===== src/memory_test_pattern_checker_core_defines.svh =====
// Assertion macros used by the checker RTL.
`ifndef MEMORY_TEST_PATTERN_CHECKER_CORE_DEFINES_SVH
`define MEMORY_TEST_PATTERN_CHECKER_CORE_DEFINES_SVH

// Concurrent check sampled on the rising clock, disabled while reset is high.
`define MTPC_ASSERT(label, clk, rst, prop, msg) \
   label: assert property (@(posedge clk) disable iff (rst) (prop)) else $error(msg);

// Same check with reset ignored, for properties that also hold during reset.
`define MTPC_ASSERT_ALWAYS(label, clk, prop, msg) \
   label: assert property (@(posedge clk) (prop)) else $error(msg);

`endif


===== src/mtpc_pkg.sv =====
package mtpc_pkg;

   localparam int unsigned DATA_W = 32;
   localparam int unsigned CNT_W  = 31;

   localparam logic [1:0] CMD_RESTART = 2'd0;
   localparam logic [1:0] CMD_WRITE   = 2'd1;
   localparam logic [1:0] CMD_CHECK   = 2'd2;
   localparam logic [1:0] CMD_NONE    = 2'd3;

   localparam logic [1:0] MODE_RANDOM  = 2'd0;
   localparam logic [1:0] MODE_ADDRESS = 2'd1;
   localparam logic [1:0] MODE_COUNTER = 2'd2;

   localparam logic [1:0] SIZE_BYTE = 2'd0;
   localparam logic [1:0] SIZE_HALF = 2'd1;
   localparam logic [1:0] SIZE_LONG = 2'd2;

   localparam logic [2:0] REG_PATTERN_MODE  = 3'd0;
   localparam logic [2:0] REG_WORD_SIZE     = 3'd1;
   localparam logic [2:0] REG_SEED_BASE     = 3'd2;
   localparam logic [2:0] REG_PASS_NUMBER   = 3'd3;
   localparam logic [2:0] REG_BYTE_SWAP     = 3'd4;
   localparam logic [2:0] REG_START_ADDRESS = 3'd5;
   localparam logic [2:0] REG_END_ADDRESS   = 3'd6;
   localparam logic [2:0] REG_ERR_LIMIT     = 3'd7;

   localparam logic [DATA_W-1:0] SEED_RESET = 32'habcdef02;
   localparam logic [DATA_W-1:0] LCG_ADD    = 32'd13849;
   localparam logic [DATA_W-1:0] ADDR_STEP  = 32'd4;
   localparam logic [CNT_W-1:0]  CNT_MAX    = {CNT_W{1'b1}};

   typedef struct packed {
      logic [1:0]        pattern_mode;
      logic [1:0]        word_size;
      logic [DATA_W-1:0] seed_base;
      logic [15:0]       pass_number;
      logic              byte_swap;
      logic [DATA_W-1:0] start_address;
      logic [DATA_W-1:0] end_address;
      logic [CNT_W-1:0]  err_limit;
   } cfg_type;

   function automatic logic [DATA_W-1:0] bswap32(input logic [DATA_W-1:0] v);
      return {v[7:0], v[15:8], v[23:16], v[31:24]};
   endfunction

   // p * 8197 + 13849, with 8197 = 8192 + 4 + 1
   function automatic logic [DATA_W-1:0] lcg(input logic [DATA_W-1:0] p);
      return (p << 13) + (p << 2) + p + LCG_ADD;
   endfunction

endpackage


===== src/mtpc_csr.sv =====
module mtpc_csr (
   input  logic                        clock,
   input  logic                        reset,
   input  logic                        wr_en,
   input  logic [2:0]                  wr_index,
   input  logic [mtpc_pkg::DATA_W-1:0] wr_data,
   output mtpc_pkg::cfg_type           cfg
);

   mtpc_pkg::cfg_type cfg_ff;
   mtpc_pkg::cfg_type cfg_in;

   always_comb begin
      cfg_in = cfg_ff;
      if (wr_en) begin
         case (wr_index)
            mtpc_pkg::REG_PATTERN_MODE:  cfg_in.pattern_mode  = wr_data[1:0];
            mtpc_pkg::REG_WORD_SIZE:     cfg_in.word_size     = wr_data[1:0];
            mtpc_pkg::REG_SEED_BASE:     cfg_in.seed_base     = wr_data;
            mtpc_pkg::REG_PASS_NUMBER:   cfg_in.pass_number   = wr_data[15:0];
            mtpc_pkg::REG_BYTE_SWAP:     cfg_in.byte_swap     = wr_data[0];
            mtpc_pkg::REG_START_ADDRESS: cfg_in.start_address = wr_data;
            mtpc_pkg::REG_END_ADDRESS:   cfg_in.end_address   = wr_data;
            mtpc_pkg::REG_ERR_LIMIT:
               cfg_in.err_limit = wr_data[mtpc_pkg::CNT_W-1:0];
            default: cfg_in = cfg_ff;
         endcase
      end
   end

   always_ff @(posedge clock) begin
      if (reset) begin
         cfg_ff.pattern_mode  <= mtpc_pkg::MODE_RANDOM;
         cfg_ff.word_size     <= mtpc_pkg::SIZE_LONG;
         cfg_ff.seed_base     <= mtpc_pkg::SEED_RESET;
         cfg_ff.pass_number   <= '0;
         cfg_ff.byte_swap     <= 1'b0;
         cfg_ff.start_address <= '0;
         cfg_ff.end_address   <= '0;
         cfg_ff.err_limit     <= mtpc_pkg::CNT_MAX;
      end else begin
         cfg_ff <= cfg_in;
      end
   end

   assign cfg = cfg_ff;

endmodule


===== src/mtpc_pattern.sv =====
module mtpc_pattern (
   input  mtpc_pkg::cfg_type           cfg,
   input  logic [1:0]                  command,
   input  logic [mtpc_pkg::DATA_W-1:0] pattern,
   input  logic [mtpc_pkg::DATA_W-1:0] address,
   output logic [mtpc_pkg::DATA_W-1:0] pattern_next,
   output logic [mtpc_pkg::DATA_W-1:0] expected
);

   logic [mtpc_pkg::DATA_W-1:0] random_next;
   logic [mtpc_pkg::DATA_W-1:0] seed_sum;

   always_comb begin
      case (cfg.word_size)
         mtpc_pkg::SIZE_BYTE:
            random_next = mtpc_pkg::lcg({pattern[23:0], pattern[31:24]});
         mtpc_pkg::SIZE_HALF:
            random_next = mtpc_pkg::lcg({pattern[15:0], pattern[31:16]});
         default: begin
            if (cfg.byte_swap) begin
               random_next = mtpc_pkg::bswap32(mtpc_pkg::lcg(mtpc_pkg::bswap32(pattern)));
            end else begin
               random_next = mtpc_pkg::lcg(pattern);
            end
         end
      endcase
   end

   assign seed_sum = cfg.seed_base + {16'd0, cfg.pass_number};

   always_comb begin
      pattern_next = pattern;
      expected     = '0;
      if (command == mtpc_pkg::CMD_RESTART) begin
         if (cfg.pattern_mode == mtpc_pkg::MODE_RANDOM) begin
            pattern_next = cfg.byte_swap ? mtpc_pkg::bswap32(seed_sum) : seed_sum;
         end else begin
            pattern_next = '0;
         end
      end else begin
         case (cfg.pattern_mode)
            mtpc_pkg::MODE_RANDOM: begin
               pattern_next = random_next;
               expected     = random_next;
            end
            mtpc_pkg::MODE_ADDRESS: begin
               expected = address;
            end
            default: begin
               pattern_next = pattern + 32'd1;
               expected     = pattern + 32'd1;
            end
         endcase
      end
   end

endmodule


===== src/memory_test_pattern_checker_core.sv =====
// Memory test pattern generator and checker.
// Input channel (req_): one command per transfer. Restart reloads the
// address and pattern (the seed in random mode, else 0); write and check
// step it; check compares req_read_data. Command 3 is dropped, no result.
// Result channel (rsp_): one transfer per restart, write or check, carrying
// expected word, byte address, mismatch flag, saturating error count, the
// error limit flag and a last-word flag for the end of the region.
// Configuration (csr_): eight registers by index, always ready; write them
// only while no command is in flight.
// The command transfer loads the input register, which then loads the
// result register unless that holds a stalled result. Throughput is one
// command per cycle while no result is held; the pattern step, compare
// and count all sit in the one stage between those two registers.
// Reset (synchronous, active high) loads register defaults, the seed
// 0xabcdef02, address 0 and error count 0, and empties both registers.
// When rsp_stall holds a result, the input register still takes one more
// command; beyond that req_stall rises until the result moves.
`include "memory_test_pattern_checker_core_defines.svh"

module memory_test_pattern_checker_core (
   input  logic                        clock,
   input  logic                        reset,
   input  logic                        req_valid,
   output logic                        req_stall,
   input  logic [1:0]                  req_command,
   input  logic [mtpc_pkg::DATA_W-1:0] req_read_data,
   output logic                        rsp_valid,
   input  logic                        rsp_stall,
   output logic [mtpc_pkg::DATA_W-1:0] rsp_expected_word,
   output logic [mtpc_pkg::DATA_W-1:0] rsp_word_address,
   output logic                        rsp_mismatch,
   output logic [mtpc_pkg::CNT_W-1:0]  rsp_error_count,
   output logic                        rsp_limit_reached,
   output logic                        rsp_last_word,
   input  logic                        csr_valid,
   output logic                        csr_ready,
   input  logic [2:0]                  csr_index,
   input  logic [mtpc_pkg::DATA_W-1:0] csr_wdata
);

   mtpc_pkg::cfg_type cfg;

   logic                        s1_valid_ff, s1_valid_in;
   logic [1:0]                  s1_command_ff;
   logic [mtpc_pkg::DATA_W-1:0] s1_read_data_ff;

   logic [mtpc_pkg::DATA_W-1:0] pattern_ff, pattern_in;
   logic [mtpc_pkg::DATA_W-1:0] address_ff, address_in;
   logic [mtpc_pkg::CNT_W-1:0]  total_ff, total_in;

   logic                        rsp_valid_ff, rsp_valid_in;
   logic [mtpc_pkg::DATA_W-1:0] rsp_expected_ff, rsp_address_ff;
   logic                        rsp_mismatch_ff, rsp_limit_ff, rsp_last_ff;
   logic [mtpc_pkg::CNT_W-1:0]  rsp_count_ff;

   logic                        advance, fire, restart;
   logic [mtpc_pkg::DATA_W-1:0] pattern_next, expected;
   logic [mtpc_pkg::DATA_W-1:0] word_address;
   logic [mtpc_pkg::DATA_W:0]   end_diff;
   logic                        last_word, mismatch;

   assign csr_ready = 1'b1;

   mtpc_csr u_csr (
      .clock    (clock),
      .reset    (reset),
      .wr_en    (csr_valid & csr_ready),
      .wr_index (csr_index),
      .wr_data  (csr_wdata),
      .cfg      (cfg)
   );

   mtpc_pattern u_pattern (
      .cfg          (cfg),
      .command      (s1_command_ff),
      .pattern      (pattern_ff),
      .address      (address_ff),
      .pattern_next (pattern_next),
      .expected     (expected)
   );

   assign advance   = !(rsp_valid_ff && rsp_stall);
   assign req_stall = s1_valid_ff && !advance;
   assign fire      = s1_valid_ff && advance && (s1_command_ff != mtpc_pkg::CMD_NONE);
   assign restart   = s1_command_ff == mtpc_pkg::CMD_RESTART;

   assign word_address = restart ? cfg.start_address : address_ff;
   assign end_diff     = {1'b0, cfg.end_address} - {1'b0, address_ff};
   assign last_word    = !restart && !end_diff[mtpc_pkg::DATA_W] &&
                         (end_diff[mtpc_pkg::DATA_W-1:0] != '0) &&
                         (end_diff[mtpc_pkg::DATA_W-1:0] <= mtpc_pkg::ADDR_STEP);
   assign mismatch     = (s1_command_ff == mtpc_pkg::CMD_CHECK) &&
                         (s1_read_data_ff != expected);

   always_comb begin
      s1_valid_in  = req_stall ? s1_valid_ff : req_valid;
      rsp_valid_in = advance ? fire : rsp_valid_ff;
      pattern_in   = pattern_ff;
      address_in   = address_ff;
      total_in     = total_ff;
      if (fire) begin
         pattern_in = pattern_next;
         address_in = restart ? cfg.start_address : address_ff + mtpc_pkg::ADDR_STEP;
         if (mismatch && (total_ff != mtpc_pkg::CNT_MAX)) begin
            total_in = total_ff + 31'd1;
         end
      end
   end

   always_ff @(posedge clock) begin
      if (reset) begin
         s1_valid_ff  <= 1'b0;
         rsp_valid_ff <= 1'b0;
         pattern_ff   <= mtpc_pkg::SEED_RESET;
         address_ff   <= '0;
         total_ff     <= '0;
      end else begin
         s1_valid_ff  <= s1_valid_in;
         rsp_valid_ff <= rsp_valid_in;
         pattern_ff   <= pattern_in;
         address_ff   <= address_in;
         total_ff     <= total_in;
      end
   end

   always_ff @(posedge clock) begin
      if (!req_stall) begin
         s1_command_ff   <= req_command;
         s1_read_data_ff <= req_read_data;
      end
      if (fire) begin
         rsp_expected_ff <= expected;
         rsp_address_ff  <= word_address;
         rsp_mismatch_ff <= mismatch;
         rsp_count_ff    <= total_in;
         rsp_limit_ff    <= total_in >= cfg.err_limit;
         rsp_last_ff     <= last_word;
      end
   end

   assign rsp_valid         = rsp_valid_ff;
   assign rsp_expected_word = rsp_expected_ff;
   assign rsp_word_address  = rsp_address_ff;
   assign rsp_mismatch      = rsp_mismatch_ff;
   assign rsp_error_count   = rsp_count_ff;
   assign rsp_limit_reached = rsp_limit_ff;
   assign rsp_last_word     = rsp_last_ff;

   `MTPC_ASSERT(a_stall_cause, clock, reset, req_stall |-> (rsp_valid_ff && rsp_stall), "stall")
   `MTPC_ASSERT(a_mis_count, clock, reset, (rsp_valid_ff && rsp_mismatch_ff) |-> (rsp_count_ff != '0), "count")
   `MTPC_ASSERT(a_addr_step, clock, reset, (fire && !restart) |=> (address_ff == $past(address_ff) + mtpc_pkg::ADDR_STEP), "addr")
   `MTPC_ASSERT(a_count_step, clock, reset, (!$past(reset) && (total_ff != $past(total_ff))) |-> (total_ff == $past(total_ff) + 31'd1), "step")

endmodule


===== config.mk =====
export PLATFORM = sky130hd
export DESIGN_NAME = memory_test_pattern_checker_core
export DESIGN_NICKNAME = d
export VERILOG_FILES = /design/src/mtpc_pkg.sv /design/src/mtpc_csr.sv /design/src/mtpc_pattern.sv /design/src/memory_test_pattern_checker_core.sv
export VERILOG_INCLUDE_DIRS = /design/src /design/src/src
export SDC_FILE = /design/constraint.sdc
export NUM_CORES = 1
export LEC_CHECK = 0
export ABC_AREA = 1
export BUFFER_PORTS_ARGS = -buffer_cell sky130_fd_sc_hd__buf_2
export CORE_MARGIN = 5
export CORE_UTILIZATION = 45
export DETAILED_ROUTE_END_ITERATION = 8
export RECOVER_POWER = 100
export SLEW_MARGIN = 20
export SYNTH_ARGS = -nofsm -noshare
export SYNTH_HDL_FRONTEND = slang
export SYNTH_HIERARCHICAL = 1
export SYNTH_SLANG_ARGS = --single-unit

===== constraint.sdc =====
create_clock -name clock -period 6.6 [get_ports clock]
set_clock_uncertainty 0.2 [all_clocks]
set_input_delay 0.66 -clock clock [delete_from_list [all_inputs] [get_ports clock]]
set_output_delay 0.66 -clock clock [all_outputs]
set_load 0.02 [all_outputs]

# ---- After elaboration in Yosys (flattened, before gate mapping)
# Cells that the tools add are included.
dict set report totals {
  reg_bits 377
  input_bits 74
  wordCells 92
}
dict set report classes {
  n_addsub 17
  order_cmp 2
  eq_ne 14
  n_mux 12
  reduce_logical 26
}
# op n
set op_table {}
lappend op_table {{32-bit adder} 8}
lappend op_table {{32-bit two-way mux} 7}
lappend op_table {{32-bit one-hot mux with 2 select lines} 3}
lappend op_table {{32-bit by 14-bit adder with 32-bit output (second input constant)} 4}
lappend op_table {{31-bit two-way mux} 2}
lappend op_table {{32-bit by 32-bit subtractor with 33-bit output} 1}
lappend op_table {{32-bit by 1-bit adder with 32-bit output (second input constant)} 1}
lappend op_table {{32-bit by 16-bit adder with 32-bit output} 1}
lappend op_table {{32-bit by 3-bit adder with 32-bit output (second input constant)} 1}
lappend op_table {{32-bit by 3-bit less-or-equal comparator with 1-bit output (second input constant)} 1}
lappend op_table {{32-bit != test} 1}
lappend op_table {{32-bit nonzero test} 1}
lappend op_table {{31-bit by 1-bit adder with 31-bit output (second input constant)} 1}
lappend op_table {{31-bit >= comparator} 1}
lappend op_table {{31-bit != test (second input constant)} 1}
lappend op_table {{2-bit AND reduction} 9}
lappend op_table {{3-bit == test (second input constant)} 4}
lappend op_table {{1-bit logical AND} 9}
lappend op_table {{3-bit by 2-bit == test with 1-bit output (second input constant)} 2}
lappend op_table {{2-bit zero test} 3}
lappend op_table {{2-bit by 1-bit == test with 1-bit output (second input constant)} 2}
lappend op_table {{2-bit != test (second input constant)} 2}
lappend op_table {{3-bit by 1-bit == test with 1-bit output (second input constant)} 1}
lappend op_table {{1-bit zero test} 3}
lappend op_table {{other kinds (2)} 2}

# ---- Depth between registers and ports, before layout
# Gate-level depths: netlist (run 1).
dict set report depth {
  word_depth 13
  ltp_mapped 44
}

# ---- By module
# Netlist (run 1), hierarchy kept.
# mod n_inst cells_per_inst area_per_inst_um2 seq_area_each_um2
set modules_own_cells {}
lappend modules_own_cells {mtpc_pattern 1 2849 15044.4 0.0}
lappend modules_own_cells {memory_test_pattern_checker_core 1 1851 13795.7 5905.7}
lappend modules_own_cells {mtpc_csr 1 801 5816.8 2962.8}

# ---- Worst setup path after synthesis (run 1)
# OpenSTA, ideal clock, no wires.
dict set report synth_timing {
  path_type {reg2reg}
  start {register pattern_ff[8] in the netlist's numbering}
  end {register rsp_limit_ff (netlist: rsp_limit_reached), data pin}
  setup_ps 162
  arrival_ps 5087
  required_time_ps 6238
  setup_slack_ps 1151
  path_stages_with_launch 37
  path_buffers 2
  period_less_slack_ps 5449
  cell_sequence {dfxtp_1 -> inv_1 -> fa_1 -> inv_1 -> ha_1 -> ha_1 -> nand2_1 -> nor2_1 -> inv_1 -> nor3_1 -> a21oi_1 -> or2_2 -> nand3_1 -> nand3_1 -> nand2_1 -> a21oi_1 -> xor2_1 -> nor2_1 -> nand4_1 -> nor2_1 -> nand2_1 -> buf_2 -> buf_2 -> nand4_1 -> nand2_1 -> nand2_1 -> nand2_1 -> inv_1 -> ha_1 -> nand2_1 -> inv_1 -> nand3_1 -> nor3_1 -> inv_1 -> nor3_1 -> a31oi_1 -> o2111ai_1}
}
dict set report synth_via {
  elab_chain_cells 13
  elab_cells_between_ends 23
}
# element line_no
set synth_lines {}
lappend synth_lines {{start: declaration} memory_test_pattern_checker_core.sv:47} ;# logic [mtpc_pkg::DATA_W-1:0] pattern_ff, pattern_in;
lappend synth_lines {{start signal: assignment} memory_test_pattern_checker_core.sv:114} ;# pattern_ff <= mtpc_pkg::SEED_RESET;
lappend synth_lines {{start signal: assignment} memory_test_pattern_checker_core.sv:120} ;# pattern_ff <= pattern_in;
lappend synth_lines {{32-bit adder (2 in series)} mtpc_pkg.sv:50} ;# return (p << 13) + (p << 2) + p + LCG_ADD;
lappend synth_lines {{32-bit by 14-bit adder with 32-bit output} mtpc_pkg.sv:50}
lappend synth_lines {{32-bit two-way mux} mtpc_pattern.sv:20} ;# if (cfg.byte_swap) begin
lappend synth_lines {{32-bit one-hot mux with 2 select lines} mtpc_pattern.sv:14} ;# case (cfg.word_size)
lappend synth_lines {{32-bit one-hot mux with 2 select lines (*)} mtpc_pattern.sv:41} ;# case (cfg.pattern_mode)
lappend synth_lines {{32-bit two-way mux (*)} mtpc_pattern.sv:34} ;# if (command == mtpc_pkg::CMD_RESTART) begin
lappend synth_lines {{net expected, one bit} memory_test_pattern_checker_core.sv:57} ;# logic [mtpc_pkg::DATA_W-1:0] pattern_next, expected;
lappend synth_lines {{32-bit != test (*)} memory_test_pattern_checker_core.sv:93} ;# (s1_read_data_ff != expected);
lappend synth_lines {{1-bit logical AND (*)} memory_test_pattern_checker_core.sv:92} ;# assign mismatch = (s1_command_ff == mtpc_pkg::CMD_CHECK) &&
lappend synth_lines {{1-bit logical AND (*)} memory_test_pattern_checker_core.sv:104} ;# if (mismatch && (total_ff != mtpc_pkg::CNT_MAX)) begin
lappend synth_lines {{31-bit two-way mux (*)} memory_test_pattern_checker_core.sv:104}
lappend synth_lines {{31-bit two-way mux (*)} memory_test_pattern_checker_core.sv:101} ;# if (fire) begin
lappend synth_lines {{net total_in, one bit} memory_test_pattern_checker_core.sv:49} ;# logic [mtpc_pkg::CNT_W-1:0] total_ff, total_in;
lappend synth_lines {{31-bit >= comparator (*)} memory_test_pattern_checker_core.sv:136} ;# rsp_limit_ff <= total_in >= cfg.err_limit;
lappend synth_lines {{end signal: assignment} memory_test_pattern_checker_core.sv:136}
lappend synth_lines {{end: declaration} memory_test_pattern_checker_core.sv:53} ;# logic rsp_mismatch_ff, rsp_limit_ff, rsp_last_ff;
# Mark *: on every way through the listed nets, which the timed path passes. The rest lies on a longest branch.
# A chain may end at the register's enable or synchronous reset.

# ---- Final worst setup path (run 1)
dict set report layout_timing {
  start {register pattern_ff[0] in the netlist's numbering}
  end {register rsp_limit_ff (netlist: rsp_limit_reached), data pin}
}
# Same word-level chain as after synthesis.

==> results of run 1 <==
-- Yosys cell counts, drive strengths merged (61+ instances only) --
cell type,number
nor2,601
nand4,88
nand3,541
edfxtp,132
buf,73
inv,826
dfxtp,245
nor3,85
clkbuf,78
a21oi,257
ha,301
xor2,61
o21ai,175
nand2,1778
-- worst max-delay path: cells and delay by family, from the launching register on --
family	cells	cell delay [ns]
AO/OA/AOI/OAI	7	1.12
adder cells (fa/ha/maj)	4	1.51
buffers and inverters	8	1.12
flip-flops	1	0.36
AND/OR/NAND/NOR	19	1.85
-- worst paths after layout --
check              startpoint                  to  slack (ns)  cells past startpoint
min          req_read_data[2]  s1_read_data_ff[2]        0.03                      1
max             pattern_ff[0]   rsp_limit_reached        0.21                     38
max reg2reg     pattern_ff[0]   rsp_limit_reached        0.21                     38
min reg2reg     u_csr/cfg[20]       u_csr/cfg[20]        0.26                      2
-- area by class of cell --
class / instances / area (um^2)
clock buffer: 55 / 1200
tap: 1030 / 1290
inverter: 832 / 3150
fill: 7847 / 33600
multi-input combinational: 4141 / 22900
sequential: 377 / 8880
antenna: 3 / 7.51
clock inverter: 31 / 408
timing repair buffer: 691 / 4750
-- what timing repair did --
item	CTS	global route
endpoints found under the setup margin	1	1
hold buffers	1	0
gates cloned	0	0
pin swaps	1	27
buffers inserted	4	9
gates resized for setup	31	238
endpoints found under the hold margin	1	0
-- routing by layer --
layer	part of all wire [%]	up-vias
met5	0.011	-
met3	6.8	477
met2	46	1693
met4	8.2	2
met1	39	17900
li1	-	18800
-- sequential cells by signal, summed over array words and instances (netlist names) --
register and cells:
u_csr/cfg 148, address_ff 32, rsp_valid 1, rsp_limit_reached 1, s1_read_data_ff 32, rsp_expected_word 32
rsp_mismatch 1, s1_command_ff 2, rsp_last_word 1, s1_valid_ff 1, total_ff 31, pattern_ff 32
rsp_word_address 32, rsp_error_count 31
-- cells by family (layout without fill, tap and decap cells) --
logic type,Yosys count,after routing,share of synthesized area (%)
buf+inv,983,1609,11.2
fa+ha+maj,350,350,13.7
xor+xnor,100,100,2.53
compound gates,537,537,8.55
simple gates,3153,3153,38.4
flops,377,377,25.6
other cells,1,4,0.0108
-- power breakdown --
group,internal (mW),switching (mW)
Sequential,2.57,0.103
Combinational,2.98,4.68
Clock,1.63,1.09
Total,7.18,5.88
-- metrics by stage --
step	power, mW	util [%]	setup TNS [ns]	cell area, um^2
finish	13.1	55.9	0	42600
floorplan	6.30	-	0	34700
CTS	12.5	54.8	0	41700
global placement	9.74	52.5	-0.453	40000
detailed placement	9.73	52.5	-0.454	40000
global route	13.8	55.9	-0.0620	42600
==> run metrics, run 1 <==
number of synthesized flops with an enable pin 132; die width 288 um; synthesized flop and latch total 377; CP startpoint kind register; Fmax 157 MHz; initial antenna violation count 2; Final setup viols 0; post-synth net total 5925; Hold Worst Slack 0.0275 ns; DRC Markers 0; sequential area share after synthesis 25.6%; DP Worst Slack -0.454 ns; synthesized cell area 0.0347 mm^2; Synth Area per Inst 6.30 um^2; top cell type by total area after synthesis nand2_1; first-pass GRT wire length 230000 um; fin crit period 6.39 ns; most frequent cells in the layout nand2_1 (1731), inv_1 (786), nor2_1 (541); largest net degree at the start of global routing 93; met3 GRT Util 4.39%; FFs w/ async S/R, synth 0%; final hold vios 0; die area 0.0827 mm^2; placed wire-length estimate 131000 um; DR iter-0 viols 4050; Core ar. 0.0762 mm^2; CP max-delay cell fa_1; CTS tree built; share of layout cells above drive strength 1 15.8%; final cycle utilization of the critical path 96.8%; P&R area growth vs syn 22.9%; htree depth 2; Crit Path Max Fanout 10; DR vias 38900; VDD IR max 0.229 mV; grt met1 use 45.6%; Cells after Synth 5501; PnR worst setup slack 0.212 ns; cell area power density 307 mW/mm^2; CP peak stage delay 0.53 ns; vias in the first global route 36000; Slew Viols, Final 335; Netlist cell types 60; failing checks max-capacitance violations, max-slew violations; CTS sink count 377; status finished, violations left; Cells after DPL 7057; synth warn 6; area fraction of the dominant cell type after synthesis 19.1%; max_slew headroom -144%; Nets 6513; # rows 101; post-DR wirelength/cell 22.4 um; Initial Util 45.5%; Root Buffer clkbuf_16; gp weighted congestion 1.07; number of CTS-inserted buffers 46; grt ovf 0; CP required 6.75 ns; Worst-Margin Slew 3.65 ns; worst skew pair latency 0.62 ns; die height 288 um; Synth Flop Type dfxtp_1; Routed WL 160000 um; kind of critical path reg2reg; Clock Path Buffers 3; cell mode on critical path nand2_1; met2 usage 61.0%; maximum capacitance violations 8; Synth area leaders nand2_1 (19%), dfxtp_1 (14%), edfxtp_1 (11%); commonest non-fill, non-tap cell in the layout nand2_1; vias per cell 5.43; total iterations of the first detailed-routing run 6; Lkg Pwr 21.8 nW; Clock transition at path regs 0.06 ns; busiest grt layer met2; final non-filler cell total 7160; Critical Path AT 6.54 ns; Routed Antenna Nets 0; Hold Path Class in2reg; total track usage 37.0%; input/output buffers 173; I/O Pins 175; Worst setup EP type register
Note: power is estimated with default switching activity, not from simulation.
==> run 2, diff against run 1 <==
--- a/config.mk
+++ b/config.mk
@@ -11,7 +11,7 @@
 export CORE_MARGIN = 5
 export CORE_UTILIZATION = 45
 export DETAILED_ROUTE_END_ITERATION = 8
-export RECOVER_POWER = 100
+export RECOVER_POWER = 25
 export SLEW_MARGIN = 20
 export SYNTH_ARGS = -nofsm -noshare
 export SYNTH_HDL_FRONTEND = slang
==> run 2 against run 1 <==
Compared with the run above: the flow still finishes with violations (max-capacitance violations, max-slew violations); critical path depth down 1; total power up 0.19%; sequential share of layout area down 0.079 points; register-to-register slack better by 0.02 ns; clock power about the same; sequential power about the same; wire length about the same; fmax up 0.32%; largest cell class unchanged.
==> run metrics, run 2 (synthesized netlist as in run 1, its figures left out) <==
status finished, violations left; failing checks max-capacitance violations, max-slew violations; final hold vios 0; placed wire-length estimate 131000 um; CP peak stage delay 0.37 ns; placed cell areas 0.0400 mm^2; DR vias 38900; total iterations of the first detailed-routing run 8; P&R area growth vs syn 23.4%; Fmax 157 MHz; CP required 6.75 ns; vias per cell 5.43; Hold Startpoint req_read_data[2]; Routed WL 160000 um; DRC Markers 0; reg-to-reg slack, setup 0.23 ns; Hold Path Class in2reg; largest net degree at the start of global routing 93; crit path buf inv count 7; Lkg Pwr 22.1 nW; cell mode on critical path nand2_1; htree depth 2; Reg2Reg Capture Point rsp_limit_reached; max reg flops 148; Routed Antenna Nets 0; kind of critical path reg2reg; total track usage 37.0%; number of CTS-inserted buffers 46; post-route cell area 0.0428 mm^2; hold worst-path end s1_read_data_ff[2]; Worst R2R Start pattern_ff[6]; Root Buffer clkbuf_16; Worst setup EP type register; Slew Viols, Final 166; # rows 101; Worst path top cell family by delay simple AND/OR/NAND/NOR gates; die area 0.0827 mm^2; I/O Pins 175; Final setup viols 0; CP startpoint pattern_ff[6]; Core ar. 0.0762 mm^2; die height 288 um; Clock Path Buffers 3; DR iter-0 viols 4103; Hold Worst Slack 0.0288 ns; input/output buffers 173; die width 288 um; CTS tree built; CTS sink count 377; maximum capacitance violations 3; cell area power density 306 mW/mm^2; fin crit period 6.37 ns; DP Worst Slack -0.454 ns; final cycle utilization of the critical path 96.5%; vias in the first global route 36000; commonest non-fill, non-tap cell in the layout nand2_1; worst skew pair latency 0.61 ns; hold path depth 1; share of layout cells above drive strength 1 17.4%; Crit Path Max Fanout 10; grt ovf 0; Nets 6513; final core utilization 56.1%; CP startpoint kind register; CP max-delay cell ha_1; post-DR wirelength/cell 22.4 um; first-pass GRT wire length 230000 um; PnR worst setup slack 0.232 ns; # fillers 7790; initial antenna violation count 2; max_slew headroom -146%; Critical Path AT 6.52 ns; most frequent cells in the layout nand2_1 (1727), inv_1 (786), nor2_1 (541); Clock transition at path regs 0.06 ns; VDD IR max 0.228 mV; Initial Util 45.5%; Worst-Margin Slew 3.67 ns; gp weighted congestion 1.07; R2R depth 37
-- run 2: cell count changes in the layout (fill, tap and decap cells not counted), sizes merged --
cell | before | now
clkbuf | 170 | 73
buf | 575 | 672
-- run 2: power breakdown --
part	internal [mW]	switching, mW	total, mW
Sequential	2.57	0.102	2.67
Clock	1.63	1.09	2.72
Combinational	3.00	4.69	7.69
-- run 2: worst max-delay path by stage --
| stage | endpoint | cells past startpoint |
|---|---|---|
| 2_1_floorplan | rsp_limit_reached | 36 |
| 3_3_place_gp | rsp_limit_reached | 37 |
| 3_5_place_dp | rsp_limit_reached | 37 |
| 4_1_cts | rsp_limit_reached | 36 |
| 5_1_grt | rsp_limit_reached | 39 |
| 6_report | rsp_limit_reached | 37 |
-- run 2: final cells by class --
type                            instances  area (um^2)  area share [%]
Clock buffer                           55         1200            2.82
Antenna cell                            3         7.51          0.0176
Multi-Input combinational cell       4141        22900            53.6
Timing Repair Buffer                  691         4890            11.4
Clock inverter                         31          408           0.954
Sequential cell                       377         8880            20.8
Inverter                              832         3150            7.37
Tap cell                             1030         1290            3.01
-- run 2: metrics by stage --
step	std cells	TNS (ns)	total power, mW
detailed placement	7057	-0.454	9.73
finish	7160	0	13.1
floorplan	5501	0	6.30
CTS	7148	0	12.5
global placement	7057	-0.453	9.74
global route	7157	-0.0620	13.8
-- run 2: per-layer routing --
metal  GRT usage (%)  part of all wire [%]  routed length (um)
met4            24.6                   8.3               13300
met5               0                     0                   0
met1            45.6                    39               62400
met3            4.39                   7.1               11300
met2            61.0                    46               73200
-- run 2: what timing repair did --
item	4_1_cts	5_1_grt
endpoints found under the hold margin	1	0
cloned	0	0
pin swaps	1	27
hold buffers	1	0
resized for setup	31	238
endpoints found under the setup margin	1	1
setup buffers	4	9
